## src/design/signed_binary_to_decimal_ascii_defines.svh

```systemverilog
// ----------------------------------------------------------------------------
// Assertion macros for the signed binary to decimal ASCII converter
// Shared property templates, clocked on clk_i and disabled during reset.
// ----------------------------------------------------------------------------
`ifndef SIGNED_BINARY_TO_DECIMAL_ASCII_DEFINES_SVH
`define SIGNED_BINARY_TO_DECIMAL_ASCII_DEFINES_SVH

// Same-cycle implication.
`define SBDA_ASSERT_NOW(lbl, ante, cons, msg) \
  lbl: assert property (@(posedge clk_i) disable iff (!rst_ni) (ante) |-> (cons)) \
    else $error(msg);

// Next-cycle implication.
`define SBDA_ASSERT_NEXT(lbl, ante, cons, msg) \
  lbl: assert property (@(posedge clk_i) disable iff (!rst_ni) (ante) |=> (cons)) \
    else $error(msg);

`endif

```

## src/design/sbda_pkg.sv

```systemverilog
// ----------------------------------------------------------------------------
// sbda_pkg
// Widths, character codes and shared types of the decimal text converter.
// ----------------------------------------------------------------------------
`default_nettype none

package sbda_pkg;

  localparam int ValueWidth  = 64;
  localparam int CharWidth   = 7;
  localparam int NumDigits   = 20;
  localparam int BcdWidth    = 4 * NumDigits;
  localparam int CntWidth    = $clog2(ValueWidth + 1);
  localparam int DigCntWidth = $clog2(NumDigits + 1);

  localparam logic [CharWidth-1:0] CharZero  = 7'd48;
  localparam logic [CharWidth-1:0] CharMinus = 7'd45;

  // Sequencer states of the character emitter.
  typedef enum logic [1:0] {
    StIdle,
    StSkip,
    StSign,
    StDigit
  } emit_state_e;

  // Status of the binary to BCD shifter.
  typedef struct packed {
    logic busy;
    logic done;
  } dab_stat_t;

endpackage

`default_nettype wire

```

## src/design/sbda_dabble.sv

```systemverilog
// ----------------------------------------------------------------------------
// sbda_dabble
// Bit-serial binary to BCD conversion, one magnitude bit per cycle.
// ----------------------------------------------------------------------------
`default_nettype none

module sbda_dabble (
  input  wire logic                               clk_i,
  input  wire logic                               rst_ni,
  input  wire logic                               load_i,
  input  wire logic [sbda_pkg::ValueWidth-1:0]    mag_i,
  output sbda_pkg::dab_stat_t                     stat_o,
  output logic [sbda_pkg::BcdWidth-1:0]           bcd_o
);

  logic [sbda_pkg::ValueWidth-1:0] mag_q, mag_d;
  logic [sbda_pkg::BcdWidth-1:0]   bcd_q, bcd_d;
  logic [sbda_pkg::BcdWidth-1:0]   bcd_adj;
  logic [sbda_pkg::CntWidth-1:0]   cnt_q, cnt_d;
  logic                            done_q, done_d;

  // Add three to every digit of five or more before the shift.
  always_comb begin
    for (int i = 0; i < sbda_pkg::NumDigits; i++) begin
      if (bcd_q[4*i +: 4] >= 4'd5) begin
        bcd_adj[4*i +: 4] = bcd_q[4*i +: 4] + 4'd3;
      end else begin
        bcd_adj[4*i +: 4] = bcd_q[4*i +: 4];
      end
    end
  end

  // Load the magnitude, then shift it into the digits one bit per cycle.
  always_comb begin
    mag_d  = mag_q;
    bcd_d  = bcd_q;
    cnt_d  = cnt_q;
    done_d = 1'b0;
    if (load_i) begin
      mag_d = mag_i;
      bcd_d = '0;
      cnt_d = sbda_pkg::CntWidth'(sbda_pkg::ValueWidth);
    end else if (cnt_q != '0) begin
      mag_d  = {mag_q[sbda_pkg::ValueWidth-2:0], 1'b0};
      bcd_d  = {bcd_adj[sbda_pkg::BcdWidth-2:0], mag_q[sbda_pkg::ValueWidth-1]};
      cnt_d  = cnt_q - sbda_pkg::CntWidth'(1);
      done_d = (cnt_q == sbda_pkg::CntWidth'(1));
    end
  end

  always_ff @(posedge clk_i or negedge rst_ni) begin
    if (!rst_ni) begin
      cnt_q  <= '0;
      done_q <= 1'b0;
    end else begin
      cnt_q  <= cnt_d;
      done_q <= done_d;
    end
  end

  always_ff @(posedge clk_i) begin
    mag_q <= mag_d;
    bcd_q <= bcd_d;
  end

  assign stat_o.busy = (cnt_q != '0);
  assign stat_o.done = done_q;
  assign bcd_o       = bcd_q;

endmodule

`default_nettype wire

```

## src/design/sbda_emit.sv

```systemverilog
// ----------------------------------------------------------------------------
// sbda_emit
// Skips leading zero digits and sends the sign and digits one per cycle.
// ----------------------------------------------------------------------------
`default_nettype none

module sbda_emit (
  input  wire logic                             clk_i,
  input  wire logic                             rst_ni,
  input  wire logic                             load_i,
  input  wire logic                             neg_i,
  input  wire logic [sbda_pkg::BcdWidth-1:0]    bcd_i,
  output logic                                  busy_o,
  output logic                                  strobe_o,
  output logic [sbda_pkg::CharWidth-1:0]        character_o,
  output logic                                  last_o
);

  sbda_pkg::emit_state_e              state_q, state_d;
  logic [sbda_pkg::BcdWidth-1:0]      bcd_q, bcd_d;
  logic [sbda_pkg::DigCntWidth-1:0]   rem_q, rem_d;
  logic                               neg_q, neg_d;
  logic [3:0]                         top_digit;

  assign top_digit = bcd_q[sbda_pkg::BcdWidth-1 -: 4];

  // Next state and the character beat of the current cycle.
  always_comb begin
    state_d     = state_q;
    bcd_d       = bcd_q;
    rem_d       = rem_q;
    neg_d       = neg_q;
    strobe_o    = 1'b0;
    character_o = sbda_pkg::CharZero + {3'b000, top_digit};
    last_o      = 1'b0;
    case (state_q)
      sbda_pkg::StIdle: begin
        if (load_i) begin
          bcd_d   = bcd_i;
          rem_d   = sbda_pkg::DigCntWidth'(sbda_pkg::NumDigits);
          neg_d   = neg_i;
          state_d = sbda_pkg::StSkip;
        end
      end
      sbda_pkg::StSkip: begin
        // Drop leading zeros, keeping at least one digit.
        if ((top_digit == 4'd0) && (rem_q != sbda_pkg::DigCntWidth'(1))) begin
          bcd_d = {bcd_q[sbda_pkg::BcdWidth-5:0], 4'd0};
          rem_d = rem_q - sbda_pkg::DigCntWidth'(1);
        end else if (neg_q) begin
          state_d = sbda_pkg::StSign;
        end else begin
          state_d = sbda_pkg::StDigit;
        end
      end
      sbda_pkg::StSign: begin
        strobe_o    = 1'b1;
        character_o = sbda_pkg::CharMinus;
        state_d     = sbda_pkg::StDigit;
      end
      sbda_pkg::StDigit: begin
        strobe_o = 1'b1;
        last_o   = (rem_q == sbda_pkg::DigCntWidth'(1));
        bcd_d    = {bcd_q[sbda_pkg::BcdWidth-5:0], 4'd0};
        rem_d    = rem_q - sbda_pkg::DigCntWidth'(1);
        if (rem_q == sbda_pkg::DigCntWidth'(1)) begin
          state_d = sbda_pkg::StIdle;
        end
      end
      default: begin
        state_d = sbda_pkg::StIdle;
      end
    endcase
  end

  always_ff @(posedge clk_i or negedge rst_ni) begin
    if (!rst_ni) begin
      state_q <= sbda_pkg::StIdle;
    end else begin
      state_q <= state_d;
    end
  end

  always_ff @(posedge clk_i) begin
    bcd_q <= bcd_d;
    rem_q <= rem_d;
    neg_q <= neg_d;
  end

  assign busy_o = (state_q != sbda_pkg::StIdle);

endmodule

`default_nettype wire

```

## src/design/signed_binary_to_decimal_ascii.sv

```systemverilog
// Sequence: the BCD converter shifts the magnitude in, the emitter skips the
//   leading zeros, then sends the sign and digits, one character per cycle.
// Intake: a new item is taken only while busy is low, after the last character;
//   busy spans the 64 bit-serial shift steps and the 20-digit scan.
// Reset: asynchronous, active low; the block comes up idle with busy low.
// Results cannot be held off: each character beat lasts exactly one cycle.
`default_nettype none
`include "signed_binary_to_decimal_ascii_defines.svh"

// ----------------------------------------------------------------------------
// signed_binary_to_decimal_ascii
// Converts a signed 64-bit integer to its decimal ASCII text, one beat each.
// ----------------------------------------------------------------------------
module signed_binary_to_decimal_ascii (
  input  wire logic                              clk_i,
  input  wire logic                              rst_ni,
  input  wire logic                              start,
  output logic                                   busy,
  input  wire logic signed [sbda_pkg::ValueWidth-1:0] value_i,
  output logic                                   strobe,
  output logic [sbda_pkg::CharWidth-1:0]         character_o,
  output logic                                   last_o
);

  sbda_pkg::dab_stat_t               dab_stat;
  logic [sbda_pkg::BcdWidth-1:0]     dab_bcd;
  logic [sbda_pkg::ValueWidth-1:0]   mag;
  logic                              accept;
  logic                              emit_busy;
  logic                              neg_q, neg_d;

  assign accept = start && !busy;

  // Unsigned magnitude; the most negative value maps onto 2^63.
  assign mag = value_i[sbda_pkg::ValueWidth-1] ?
               (~value_i + sbda_pkg::ValueWidth'(1)) : value_i;

  assign neg_d = accept ? value_i[sbda_pkg::ValueWidth-1] : neg_q;

  always_ff @(posedge clk_i) begin
    neg_q <= neg_d;
  end

  sbda_dabble u_dabble (
    .clk_i  (clk_i),
    .rst_ni (rst_ni),
    .load_i (accept),
    .mag_i  (mag),
    .stat_o (dab_stat),
    .bcd_o  (dab_bcd)
  );

  sbda_emit u_emit (
    .clk_i       (clk_i),
    .rst_ni      (rst_ni),
    .load_i      (dab_stat.done),
    .neg_i       (neg_q),
    .bcd_i       (dab_bcd),
    .busy_o      (emit_busy),
    .strobe_o    (strobe),
    .character_o (character_o),
    .last_o      (last_o)
  );

  assign busy = dab_stat.busy || dab_stat.done || emit_busy;

  // Checks on the conversion sequence.
  `SBDA_ASSERT_NOW(a_strobe_busy, strobe, busy, "character beat while idle")
  `SBDA_ASSERT_NEXT(a_start_busy, start && !busy, busy, "item taken but block idle")
  `SBDA_ASSERT_NEXT(a_last_ends, strobe && last_o, !strobe, "beat after last character")
  `SBDA_ASSERT_NOW(a_minus_not_last, strobe && (character_o == sbda_pkg::CharMinus),
    !last_o, "minus sign flagged as last")

endmodule

`default_nettype wire
```

## config.mk

```make
export PLATFORM = sky130hd
export DESIGN_NAME = signed_binary_to_decimal_ascii
export DESIGN_NICKNAME = d
export VERILOG_FILES = /design/src/design/sbda_pkg.sv /design/src/design/sbda_dabble.sv /design/src/design/sbda_emit.sv /design/src/design/signed_binary_to_decimal_ascii.sv
export VERILOG_INCLUDE_DIRS = /design/src /design/src/design
export SDC_FILE = /design/constraint.sdc
export NUM_CORES = 1
export LEC_CHECK = 0
export BUFFER_PORTS_ARGS = -buffer_cell sky130_fd_sc_hd__clkbuf_2
export CAP_MARGIN = 5
export CORE_ASPECT_RATIO = 1.2
export CORE_MARGIN = 1
export CORE_UTILIZATION = 56
export DETAILED_ROUTE_END_ITERATION = 7
export GPL_TIMING_DRIVEN = 0
export PLACE_DENSITY = 0.78
export SETUP_SLACK_MARGIN = 0.15
export SYNTH_ARGS = -nofsm -noshare
export SYNTH_HDL_FRONTEND = slang
export SYNTH_SLANG_ARGS = --single-unit
```

## constraint.sdc

```tcl
create_clock -name clk_i -period 7.6 [get_ports clk_i]
set_clock_uncertainty 0.2 [all_clocks]
set_input_delay 1.52 -clock clk_i [delete_from_list [all_inputs] [get_ports clk_i]]
set_output_delay 1.52 -clock clk_i [all_outputs]
set_load 0.05 [all_outputs]
```

* Yosys cells after proc, flatten, opt, wreduce, memory -nomap -nowiden
Index checks and enable logic that the tools add are counted.
** Operators by class
- Order comparisons :: 20
- Reductions and logical operators :: 15
- Add/subtract/negate cells :: 24
- Equal/unequal tests :: 10
- Mux-type cells :: 41
- Bitwise logic cells :: 1
** Operators by type and width (number)
- $pmux W80 S3 :: 1
- $mux W64 :: 3
- $mux W80 :: 2
- $ge A4 B3 Y1 const B :: 20
- $add A4 B2 Y4 const B :: 19
- $mux W4 :: 19
- $add A64 B2 Y64 const B :: 1
- $not A64 Y64 :: 1
- $mux W7 :: 3
- $pmux W5 S3 :: 1
- $mux W5 :: 2
- $pmux W2 S4 :: 1
- $add A6 B4 Y7 const A :: 1
- $eq A7 B1 Y1 const B :: 1
- $reduce_bool A7 Y1 :: 1
- $sub A7 B1 Y7 const B :: 1
- $mux W2 :: 3
- $reduce_and A3 Y1 :: 2
- $eq A5 B1 Y1 const B :: 1
- $mux W1 :: 5
- $ne A5 B1 Y1 const B :: 1
- $sub A5 B1 Y5 const B :: 1
- $eq A2 B2 Y1 const B :: 2
- $logic_not A4 Y1 :: 1
- 13 further kinds :: 18
** Storage, ports and cells
- Logic and storage cells :: 120
- Register bits after elaboration :: 241
- Bits of input ports :: 67
- Output and inout bits :: 10

* Depth between registers and ports, before layout
Gate-level depths: netlist (run 1).
- Depth after elaboration :: 6
- Depth in mapped cells :: 10
- Gate-level depth less buffers :: 8

* Hierarchy
A second synthesis (run 1) with hierarchy kept.
** Second synthesis, totals
- Cell total of the unflattened synthesis :: 1317
- Area, all modules :: 13863.3 µm²
** By module, submodules not included
- sbda_dabble :: instances 1, area an instance 8264.2 µm², cells an instance 873, sequential area each 3723.6 µm²
- sbda_emit :: instances 1, area an instance 3957.5 µm², cells an instance 227, sequential area each 2632.5 µm²
- signed_binary_to_decimal_ascii :: instances 1, area an instance 1641.6 µm², cells an instance 217, sequential area each 30.0 µm²

* Least setup slack after synthesis (run 1)
Ideal clock, no wire load.
- Path type :: register to register
- Start :: register u_emit.rem_q[0] (netlist name)
- End :: register u_emit.bcd_q[0] (netlist name), enable pin
- Stages on the path, launching flop included :: 5
- Arrival :: 7.187 ns
- Library setup time :: 0.655 ns
- Buffers on the path :: 0
- Slack :: -0.442 ns
- Cells stage by stage :: edfxtp_1 > ha_1 > nor4b_1 > nand2b_1 > a211oi_1
** On the way
- Cells in the longest elaborated chain, start to end :: 4
** Ends and longest elaborated chain
- start, declared :: RTL line sbda_emit.sv:21 : logic [sbda_pkg::DigCntWidth-1:0] rem_q, rem_d;
- start signal, assigned :: RTL line sbda_emit.sv:86 : rem_q <= rem_d;
- $ne A5 B1 Y1 :: RTL line sbda_emit.sv:47 : if ((top_digit == 4'd0) && (rem_q != sbda_pkg::DigCntWidth'(1))) begin
- $logic_and A1 B1 Y1 :: RTL line sbda_emit.sv:47
- $ne A2 B1 Y1 (no line)
- $reduce_and A3 Y1 (no line)
- end signal, assigned :: RTL line sbda_emit.sv:85 : bcd_q <= bcd_d;
- end, declared :: RTL line sbda_emit.sv:20 : logic [sbda_pkg::BcdWidth-1:0] bcd_q, bcd_d;
Every way passes these cells.
A chain may end at the register's enable or synchronous reset.

* Final worst setup path (run 1)
- Start :: register u_dabble.cnt_q[0] (netlist name)
- End :: output port busy
** On the way
- Cells in the longest elaborated chain, start to end :: 3
** Ends and longest elaborated chain
- start, declared :: RTL line sbda_dabble.sv:19 : logic [sbda_pkg::CntWidth-1:0] cnt_q, cnt_d;
- start signal, assigned :: RTL line sbda_dabble.sv:56 : cnt_q <= cnt_d;
- $reduce_bool A7 Y1 :: RTL line sbda_dabble.sv:66 : assign stat_o.busy = (cnt_q != '0);
- $logic_or A1 B1 Y1 (2 in series) :: RTL line signed_binary_to_decimal_ascii.sv:65 : assign busy = dab_stat.busy || dab_stat.done || emit_busy;
- end, declared :: RTL line signed_binary_to_decimal_ascii.sv:18 : output logic busy,
Every way passes these cells.

==> results of run 1 <==
## registers in the layout, summed over array words and instances, names as in the netlist
| register | flops |
|---|---|
| u_dabble.bcd_o | 80 |
| u_emit.bcd_q | 80 |
| u_dabble.mag_q | 64 |
| u_dabble.cnt_q | 7 |
| u_emit.rem_q | 5 |
| u_emit.state_q | 2 |
| neg_q | 1 |
| u_dabble.done_q | 1 |
| u_emit.neg_q | 1 |
## Yosys cell counts (2+ instances only)
library cell  count  area (sq um)
o21ai_0         156           781
or4_4             2          22.5
nor2b_1           4          25.0
dfrtp_1          10           250
o41ai_1          14           123
nor3_1           13          65.1
mux2i_1           2          20.0
nor2_1           58           218
inv_1            50           188
or3_1            12          75.1
nand4_1           6          37.5
buf_4             2          15.0
ha_1             50           626
a21oi_1          84           420
and2_1            5          31.3
mux2_2           78           878
nor4b_1           2          17.5
o211ai_1         19           143
nand2b_1         40           250
or2_2             7          43.8
or4_1            10          75.1
nand2_1         202           758
nand3_1          30           150
o21ai_1           3          15.0
o41ai_2           2          32.5
clkbuf_1         58           218
buf_1             3          11.3
nor4_1            7          43.8
xor2_1           61           534
o31ai_1          23           173
dfxtp_1          80          1600
edfxtp_1        151          4530
conb_1            2          7.51
xnor2_1          24           210
## area by class of cell
cell class                      instances  area (sq um)  area share
Buffer                                 64           255      0.0177
Clock buffer                           42           783      0.0544
Clock inverter                          4          25.0     0.00174
Inverter                               51           191      0.0133
Multi-Input combinational cell        927          5910       0.411
Sequential cell                       241          6390       0.444
Tap cell                              279           349      0.0243
Timing Repair Buffer                   80           490      0.0341
## critical path: stages, from the launching register on
cell      delay, ns
dfrtp_1        0.44
inv_1          0.11
ha_1           0.26
or4b_2         0.66
nor3_1         0.46
nand2_1        0.10
clkbuf_2       0.26
## routing by layer
layer / vias up / global-route usage / share of wire
li1: 4768 / - / -
met1: 4577 / 0.294 / 0.42
met2: 255 / 0.437 / 0.51
met3: 48 / 0.0252 / 0.045
met4: 0 / 0.0793 / 0.023
met5: - / 0 / 0
## logic make-up after synthesis
family                   count (synthesis)  share of synthesized area
buffers and inverters                  115                     0.0351
AND/OR/NAND/NOR                        404                      0.147
adder cells (fa/ha/maj)                 50                     0.0492
other                                    2                   0.000590
flip-flops                             241                      0.502
XOR/XNOR                                85                     0.0585
AO/OA/AOI/OAI                          306                      0.137
multiplexers                            80                     0.0706
## final timing paths
check                                   from                  to  slack (ns)  cells past startpoint
min in group asynchronous             rst_ni   u_emit.state_q[0]        0.64                      1
hold / removal                         neg_q        u_emit.neg_q        0.25                      0
setup reg to reg           u_dabble.cnt_q[0]  u_dabble.mag_q[19]        3.25                      9
max in group asynchronous             rst_ni   u_dabble.cnt_q[0]        6.35                      1
hold reg to reg                        neg_q        u_emit.neg_q        0.25                      0
setup / recovery           u_dabble.cnt_q[0]                busy        3.06                      6
## cells in the final DEF, fill, tap and decap left out, drive strengths merged, types with 4 or more instances in the layout
| cell type | count |
|---|---|
| a21oi | 84 |
| and2 | 5 |
| buf | 13 |
| clkbuf | 173 |
| dfrtp | 10 |
| dfxtp | 80 |
| edfxtp | 151 |
| ha | 50 |
| inv | 53 |
| mux2 | 78 |
| nand2 | 202 |
| nand2b | 40 |
| nand3 | 30 |
| nand4 | 6 |
| nor2 | 58 |
| nor2b | 4 |
| nor3 | 13 |
| nor4 | 7 |
| o211ai | 19 |
| o21ai | 159 |
| o31ai | 23 |
| o41ai | 17 |
| or2 | 7 |
| or3 | 12 |
| or4 | 12 |
| xnor2 | 24 |
| xor2 | 61 |
## power groups by stage
stage,registers (mW),clock network (mW),logic (mW)
2_1_floorplan,1.40,0,0.0442
3_3_place_gp,1.40,0,0.0848
3_5_place_dp,1.40,0,0.0864
4_1_cts,1.37,1.22,0.0865
5_1_grt,1.37,1.27,0.0951
6_report,1.37,1.19,0.0871
==> impl_metrics.env, run 1 <==
export IMPL_outcome="complete, no violations"
export IMPL_place_area_sq_um=13600
export IMPL_dp_worst_setup_slack_ns=2.93
export IMPL_synth_avg_cell_area_sq_um=9.92
export IMPL_detail_route_wl_per_cell_um=16.4
export IMPL_synth_ff_latch_count=241
export IMPL_htree_levels=1
export IMPL_max_slew_margin_rel=0.286
export IMPL_post_drt_via_cell_ratio=5.72
export IMPL_clkTransAtPathRegs_ns=0.06
export IMPL_worst_setup_path_end_kind="primary output"
export IMPL_achievable_clock_frequency_mhz=220
export IMPL_design_die_area_sq_um=23300
export IMPL_tritoncts="done"
export IMPL_post_synth_num_cell_types=47
export IMPL_share_seq_of_total_power=0.518
export IMPL_power_internal_mw=2.11
export IMPL_final_hold_violation_count=0
export IMPL_antenna_found_initial=0
export IMPL_post_route_cells_drive_above_1_share=0.151
export IMPL_die_x_um=140
export IMPL_rsz0062_at_grt="no"
export IMPL_clock_power_share=0.450
export IMPL_syn_num_nets=1400
export IMPL_finalWorstPathRequiredPeriod_ns=4.54
export IMPL_synth_main_ff_cell="edfxtp_1"
export IMPL_grt_pass1_vias=9536
export IMPL_ioPinCount=77
export IMPL_clkSinkCount=241
export IMPL_num_rows=60
export IMPL_area_of_all_placed_cells_without_fillers_sq_um=14400
export IMPL_final_max_slew_violation_count=0
export IMPL_start_util=0.569
export IMPL_post_dp_hpwl_mm=20.0
export IMPL_clock_insertion_delay_worst_skew_ns=0.53
export IMPL_pnr_total_power_mw=2.66
export IMPL_synthCells=1283
export IMPL_period_share=0.597
export IMPL_holdWs_ns=0.247
export IMPL_design_core_area_sq_um=22400
export IMPL_setup_violation_total_in_the_final_timing_report=0
export IMPL_ys_warnings_count=0
export IMPL_ant_nets=0
export IMPL_worst_pin_slew_ns=1.07
export IMPL_numPlacedInstances=1642
export IMPL_postCtsResizedCells=0
export IMPL_port_buffers=73
export IMPL_final_instance_count_excl_fill=1688
export IMPL_first_pass_iters=5
export IMPL_num_fill_cells=1824
export IMPL_synthToLayoutAreaGrowth_pct=13.1
export IMPL_final_core_utilization=0.643
export IMPL_cp_data_required_time_ns=5.88
export IMPL_synth_enable_flop_cells=151
export IMPL_global_route_wire_length_before_repair_mm=45.5
export IMPL_critical_path_max_fanout=5
export IMPL_synth_sequential_area_ratio=0.502
export IMPL_dieHeight_um=167
export IMPL_cts_setup_buffers=0
export IMPL_final_setup_worst_slack_ns=3.06
export IMPL_global_route_overflow_total=0
export IMPL_share_comb_of_total_power=0.033
export IMPL_grt_usage=0.239
export IMPL_startpoint_type="flip-flop"
export IMPL_maximum_ir_drop_on_the_vdd_rail_uv=176
export IMPL_n_antenna_cell=0
export IMPL_finalSetupTns_ns=0
export IMPL_switchingPower_mw=0.543
export IMPL_drcViolationCount=0
export IMPL_timing_setup_critical_path_class="flip-flop to primary output"
export IMPL_grt_max_degree=44
export IMPL_vias=9648
export IMPL_power_density_relative_to_cell_area_nw_per_um2=185
export IMPL_min_path_type="flip-flop to flip-flop"
export IMPL_power_static_leakage_nw=5.61
export IMPL_p_sw_frac=0.204
export IMPL_synth_async_reset_ratio=0.0415
export IMPL_dr_first_iter_drc_count=550
export IMPL_gp_congestion=0.932
export IMPL_cts_hold_fix_buffers=0
export IMPL_critical_path_arrival_ns=2.82
export IMPL_num_nets_final=1507
export IMPL_numCtsBuffers=25
export IMPL_drv_cap=0
export IMPL_mappedNetlistArea_sq_um=12700
export IMPL_clock_root_buffer="clkbuf_16"
export IMPL_postRouteWirelength_mm=27.7
export IMPL_clock_path_buffers=3
Note: power is estimated with default switching activity, not from simulation.
==> inputs of run 2 (changes only) <==
Clock period 7.6 ns to 3.68 ns, I/O delays scaled along.
==> impl_metrics.env, run 2 (synthesis results as in run 1) <==
export IMPL_min_path_type="input pin to flip-flop"
export IMPL_finalSetupTns_ns=0
export IMPL_clock_path_buffers=3
export IMPL_design_core_area_sq_um=22400
export IMPL_multiInputGateArea_sq_um=5980
export IMPL_detail_route_wl_per_cell_um=16.3
export IMPL_gp_congestion=0.897
export IMPL_rsz0062_at_grt="yes"
export IMPL_hold_path_startpoint="value_i[63]"
export IMPL_finalWorstPathRequiredPeriod_ns=3.47
export IMPL_clock_insertion_delay_worst_skew_ns=0.54
export IMPL_global_route_wire_length_before_repair_mm=45.4
export IMPL_holdWs_ns=0.236
export IMPL_pnr_total_power_mw=5.57
export IMPL_cp_data_required_time_ns=2.74
export IMPL_ant_nets=0
export IMPL_seq_area_sq_um=6390
export IMPL_setup_violation_total_in_the_final_timing_report=0
export IMPL_grt_max_degree=34
export IMPL_grt_pass1_vias=9327
export IMPL_global_route_overflow_total=0
export IMPL_clock_root_buffer="clkbuf_16"
export IMPL_drv_cap=0
export IMPL_rr_endpoint="u_dabble.mag_q[45]"
export IMPL_design_die_area_sq_um=23300
export IMPL_outcome="complete, no violations"
export IMPL_r2r_start="u_dabble.cnt_q[0]"
export IMPL_final_core_utilization=0.647
export IMPL_numCtsBuffers=26
export IMPL_drcViolationCount=0
export IMPL_hold_path_depth=1
export IMPL_synthToLayoutAreaGrowth_pct=13.8
export IMPL_port_buffers=73
export IMPL_mostFrequentLayoutCell="nand2_1"
export IMPL_mostFrequentLayoutCells="nand2_1 (201), o21ai_0 (156), edfxtp_1 (151)"
export IMPL_critical_path_arrival_ns=2.53
export IMPL_grt_usage=0.239
export IMPL_max_slew_margin_rel=0.297
export IMPL_tritoncts="done"
export IMPL_critical_path_max_fanout=5
export IMPL_postRouteWirelength_mm=27.5
export IMPL_timing_setup_critical_path_class="flip-flop to primary output"
export IMPL_area_of_all_placed_cells_without_fillers_sq_um=14500
export IMPL_period_share=0.943
export IMPL_htree_levels=1
export IMPL_post_dp_hpwl_mm=19.2
export IMPL_ioPinCount=77
export IMPL_n_antenna_cell=0
export IMPL_first_pass_iters=6
export IMPL_startpoint_type="flip-flop"
export IMPL_clkTransAtPathRegs_ns=0.06
export IMPL_place_area_sq_um=13600
export IMPL_num_nets_final=1509
export IMPL_die_x_um=140
export IMPL_post_route_cells_drive_above_1_share=0.160
export IMPL_rrSetupSlack_ns=0.34
export IMPL_power_density_relative_to_cell_area_nw_per_um2=385
export IMPL_final_hold_violation_count=0
export IMPL_num_fill_cells=1813
export IMPL_final_max_slew_violation_count=0
export IMPL_post_drt_via_cell_ratio=5.74
export IMPL_vias=9702
export IMPL_setup_worst_path_start="u_dabble.cnt_q[0]"
export IMPL_hold_path_end="neg_q"
export IMPL_clkSinkCount=241
export IMPL_achievable_clock_frequency_mhz=288
export IMPL_worst_pin_slew_ns=1.05
export IMPL_power_static_leakage_nw=5.64
export IMPL_antenna_found_initial=0
export IMPL_start_util=0.569
export IMPL_num_rows=60
export IMPL_dr_first_iter_drc_count=503
export IMPL_worst_setup_path_end_kind="primary output"
export IMPL_dieHeight_um=167
export IMPL_r2r_worst_path_cells=10
export IMPL_maximum_ir_drop_on_the_vdd_rail_uv=300
-- run 2: through the flow --
step	worst slack (ns)	std cells
global placement	-1.19	1635
detailed placement	-0.591	1640
global route	0.120	1691
finish	0.211	1691
floorplan	-0.104	1283
CTS	0.169	1691
-- run 2: power breakdown --
part	internal [mW]	total (mW)	switching (mW)
registers	2.84	2.84	0
logic	0.0738	0.181	0.107
clock network	1.51	2.56	1.05
total	4.42	5.57	1.16
-- run 2: worst max path at each step --
stage	endpoint	slack, ns	depth (start not counted)
6_report	busy	0.21	7
5_1_grt	busy	0.12	7
4_1_cts	busy	0.17	7
3_5_place_dp	u_dabble.mag_q[20]	-0.59	8
3_3_place_gp	u_emit.bcd_q[38]	-1.19	3
2_1_floorplan	u_emit.bcd_q[0]	-0.10	4
-- run 2: worst max-delay path, cell delays in order, from the launching register on --
cell	delay (ns)
dfrtp_1	0.43
inv_1	0.12
ha_2	0.23
or4b_4	0.51
nor3_4	0.19
buf_4	0.21
nand2_1	0.07
clkbuf_4	0.23
-- run 2: layout make-up --
type | count | share of cell area
repair buffers | 80 | 0.0324
inverters | 51 | 0.0132
multi-input cells | 928 | 0.413
flip-flops and latches | 241 | 0.441
clock inverters | 12 | 0.00830
clock buffers | 36 | 0.0496
well taps | 279 | 0.0241
plain buffers | 64 | 0.0180
-- run 2: routing by layer --
metal  track usage  up-vias  wire length (um)
li1              -     4778                 -
met1         0.303     4618             11800
met2         0.428      273             13800
met3        0.0300       33              1420
met4        0.0645        0               474
met5             0        -                 0
-- run 2: repair_timing --
item	4_1_cts	5_1_grt
endpoints found under the setup margin	210	9
hold endpoints to repair	10	0
hold buffers	1	0
pin swaps	2	0
buffers inserted	1	0
resized for setup	9	3
gates cloned	1	0
==> inputs of run 3 (changes only) <==
Settings changed: CORE_UTILIZATION 56 to 50, PLACE_DENSITY 0.78 to 0.71.
==> impl_metrics.env, run 3 (synthesis results as in run 1) <==
export IMPL_synthToLayoutAreaGrowth_pct=14.9
export IMPL_worst_pin_slew_ns=1.06
export IMPL_htree_levels=1
export IMPL_clock_root_buffer="clkbuf_16"
export IMPL_critical_path_cell_chain="inv_1 -> ha_1 -> or4b_4 -> nor3_4 -> buf_4 -> nand2_1 -> clkbuf_4"
export IMPL_post_route_cells_drive_above_1_share=0.164
export IMPL_cp_data_required_time_ns=2.74
export IMPL_timing_setup_critical_path_class="flip-flop to primary output"
export IMPL_hold_path_depth=1
export IMPL_gp_congestion=0.873
export IMPL_met3_usage=0.0276
export IMPL_worst_path_largest_cell_delay_ns=0.52
export IMPL_global_route_wire_length_before_repair_mm=46.3
export IMPL_clkSinkCount=241
export IMPL_post_drt_via_cell_ratio=5.59
export IMPL_final_hold_violation_count=0
export IMPL_num_fill_cells=2129
export IMPL_clock_path_buffers=3
export IMPL_n_antenna_cell=0
export IMPL_start_util=0.512
export IMPL_clkTransAtPathRegs_ns=0.06
export IMPL_met2_usage=0.394
export IMPL_power_density_relative_to_cell_area_nw_per_um2=393
export IMPL_power_static_leakage_nw=5.68
export IMPL_grtUsageMet1=0.277
export IMPL_critical_path_arrival_ns=2.47
export IMPL_ioPinCount=77
export IMPL_top_usage_layer="met2"
export IMPL_dieHeight_um=177
export IMPL_clock_power_share=0.475
export IMPL_detail_route_wl_per_cell_um=16.1
export IMPL_rsz0062_at_grt="no"
export IMPL_finalWorstPathRequiredPeriod_ns=3.41
export IMPL_ant_nets=0
export IMPL_design_core_area_sq_um=24800
export IMPL_antenna_found_initial=0
export IMPL_p_sw_frac=0.206
export IMPL_power_internal_mw=4.57
export IMPL_holdWs_ns=0.211
export IMPL_period_share=0.926
export IMPL_mostFrequentLayoutCell="nand2_1"
export IMPL_grt_max_degree=34
export IMPL_switchingPower_mw=1.18
export IMPL_achievable_clock_frequency_mhz=294
export IMPL_seq_area_sq_um=6390
export IMPL_hold_path_startpoint="value_i[63]"
export IMPL_clock_insertion_delay_worst_skew_ns=0.54
export IMPL_maximum_ir_drop_on_the_vdd_rail_uv=280
export IMPL_drv_cap=0
export IMPL_share_comb_of_total_power=0.032
export IMPL_global_route_overflow_total=0
export IMPL_outcome="complete, no violations"
export IMPL_vias=9712
export IMPL_rr_endpoint="u_dabble.mag_q[42]"
export IMPL_final_max_slew_violation_count=0
export IMPL_pnr_total_power_mw=5.75
export IMPL_rrSetupSlack_ns=0.35
export IMPL_cell_type_of_the_slowest_stage_on_the_worst_timing_path="or4b_4"
export IMPL_postRouteWirelength_mm=28.1
export IMPL_r2r_start="u_dabble.cnt_q[0]"
export IMPL_die_x_um=148
export IMPL_dr_first_iter_drc_count=606
export IMPL_multiInputGateArea_sq_um=5980
export IMPL_num_nets_final=1510
export IMPL_share_seq_of_total_power=0.494
export IMPL_setup_violation_total_in_the_final_timing_report=0
export IMPL_hold_path_end="neg_q"
export IMPL_port_buffers=73
export IMPL_grt_usage=0.219
export IMPL_r2r_worst_path_cells=10
export IMPL_post_dp_hpwl_mm=19.6
export IMPL_max_slew_margin_rel=0.291
export IMPL_mostFrequentLayoutCells="nand2_1 (201), o21ai_0 (156), edfxtp_1 (151)"
export IMPL_critical_path_max_fanout=5
export IMPL_worst_setup_path_end_kind="primary output"
export IMPL_first_pass_iters=8
export IMPL_tritoncts="done"
export IMPL_numCtsBuffers=26
export IMPL_min_path_type="input pin to flip-flop"
export IMPL_design_die_area_sq_um=26100
export IMPL_grt_pass1_vias=9464
export IMPL_drcViolationCount=0
export IMPL_num_rows=63
export IMPL_startpoint_type="flip-flop"
==> run 3: area by class of cell <==
cell class                      instances  share of cell area
Sequential cell                       241               0.437
Multi-Input combinational cell        928               0.409
Clock buffer                           36              0.0519
Timing Repair Buffer                   81              0.0329
Tap cell                              325              0.0278
Buffer                                 64              0.0180
Inverter                               51              0.0131
Clock inverter                         12              0.0104
==> run 3: worst max-delay path by stage <==
stage	start	end	cells past startpoint
finish	u_dabble.cnt_q[0]	busy	7
global route	u_dabble.cnt_q[0]	busy	7
CTS	u_dabble.cnt_q[0]	busy	7
detailed placement	u_dabble.cnt_q[0]	u_dabble.mag_q[19]	8
global placement	u_emit.bcd_q[79]	u_emit.bcd_q[31]	3
floorplan	u_emit.rem_q[0]	u_emit.bcd_q[0]	4
==> run 3: worst max-delay path, delay by kind of cell (launching register included) <==
family	cells	cell delay [ns]
DFF	1	0.43
and+or+nand+nor	3	0.79
adders and majority gates	1	0.23
buffers and inverters	3	0.47
==> run 3: per-stage QoR <==
step / std cells / TNS, ns / worst slack [ns] / cell area, sq um / util
2_1_floorplan: 1283 / -8.80 / -0.104 / 12800 / -
3_3_place_gp: 1681 / -160.88 / -1.38 / 13500 / 0.546
3_5_place_dp: 1686 / -60.63 / -0.654 / 13600 / 0.549
4_1_cts: 1738 / 0 / 0.280 / 14600 / 0.589
5_1_grt: 1738 / 0 / 0.155 / 14600 / 0.589
6_report: 1738 / 0 / 0.274 / 14600 / 0.589
==> run 3: timing repair <==
item                                   CTS  global route
hold buffers                             1             0
setup buffers                            2             0
resized for setup                       10             0
endpoints found under the hold margin   10             0
setup endpoints to repair              210             0
==> run 3: power groups by stage <==
stage	Sequential (mW)	Combinational (mW)	Clock [mW]
final	2.84	0.181	2.73
after global routing	2.84	0.198	2.89
after CTS	2.84	0.180	2.78
after detailed placement	2.90	0.179	0
after global placement	2.90	0.177	0
after floorplan	2.90	0.0912	0
==> run 3: layer usage <==
layer	vias to the layer above	share of wire
met1	4649	0.43
met5	-	0
met3	48	0.045
met2	237	0.51
met4	0	0.017
li1	4778	-
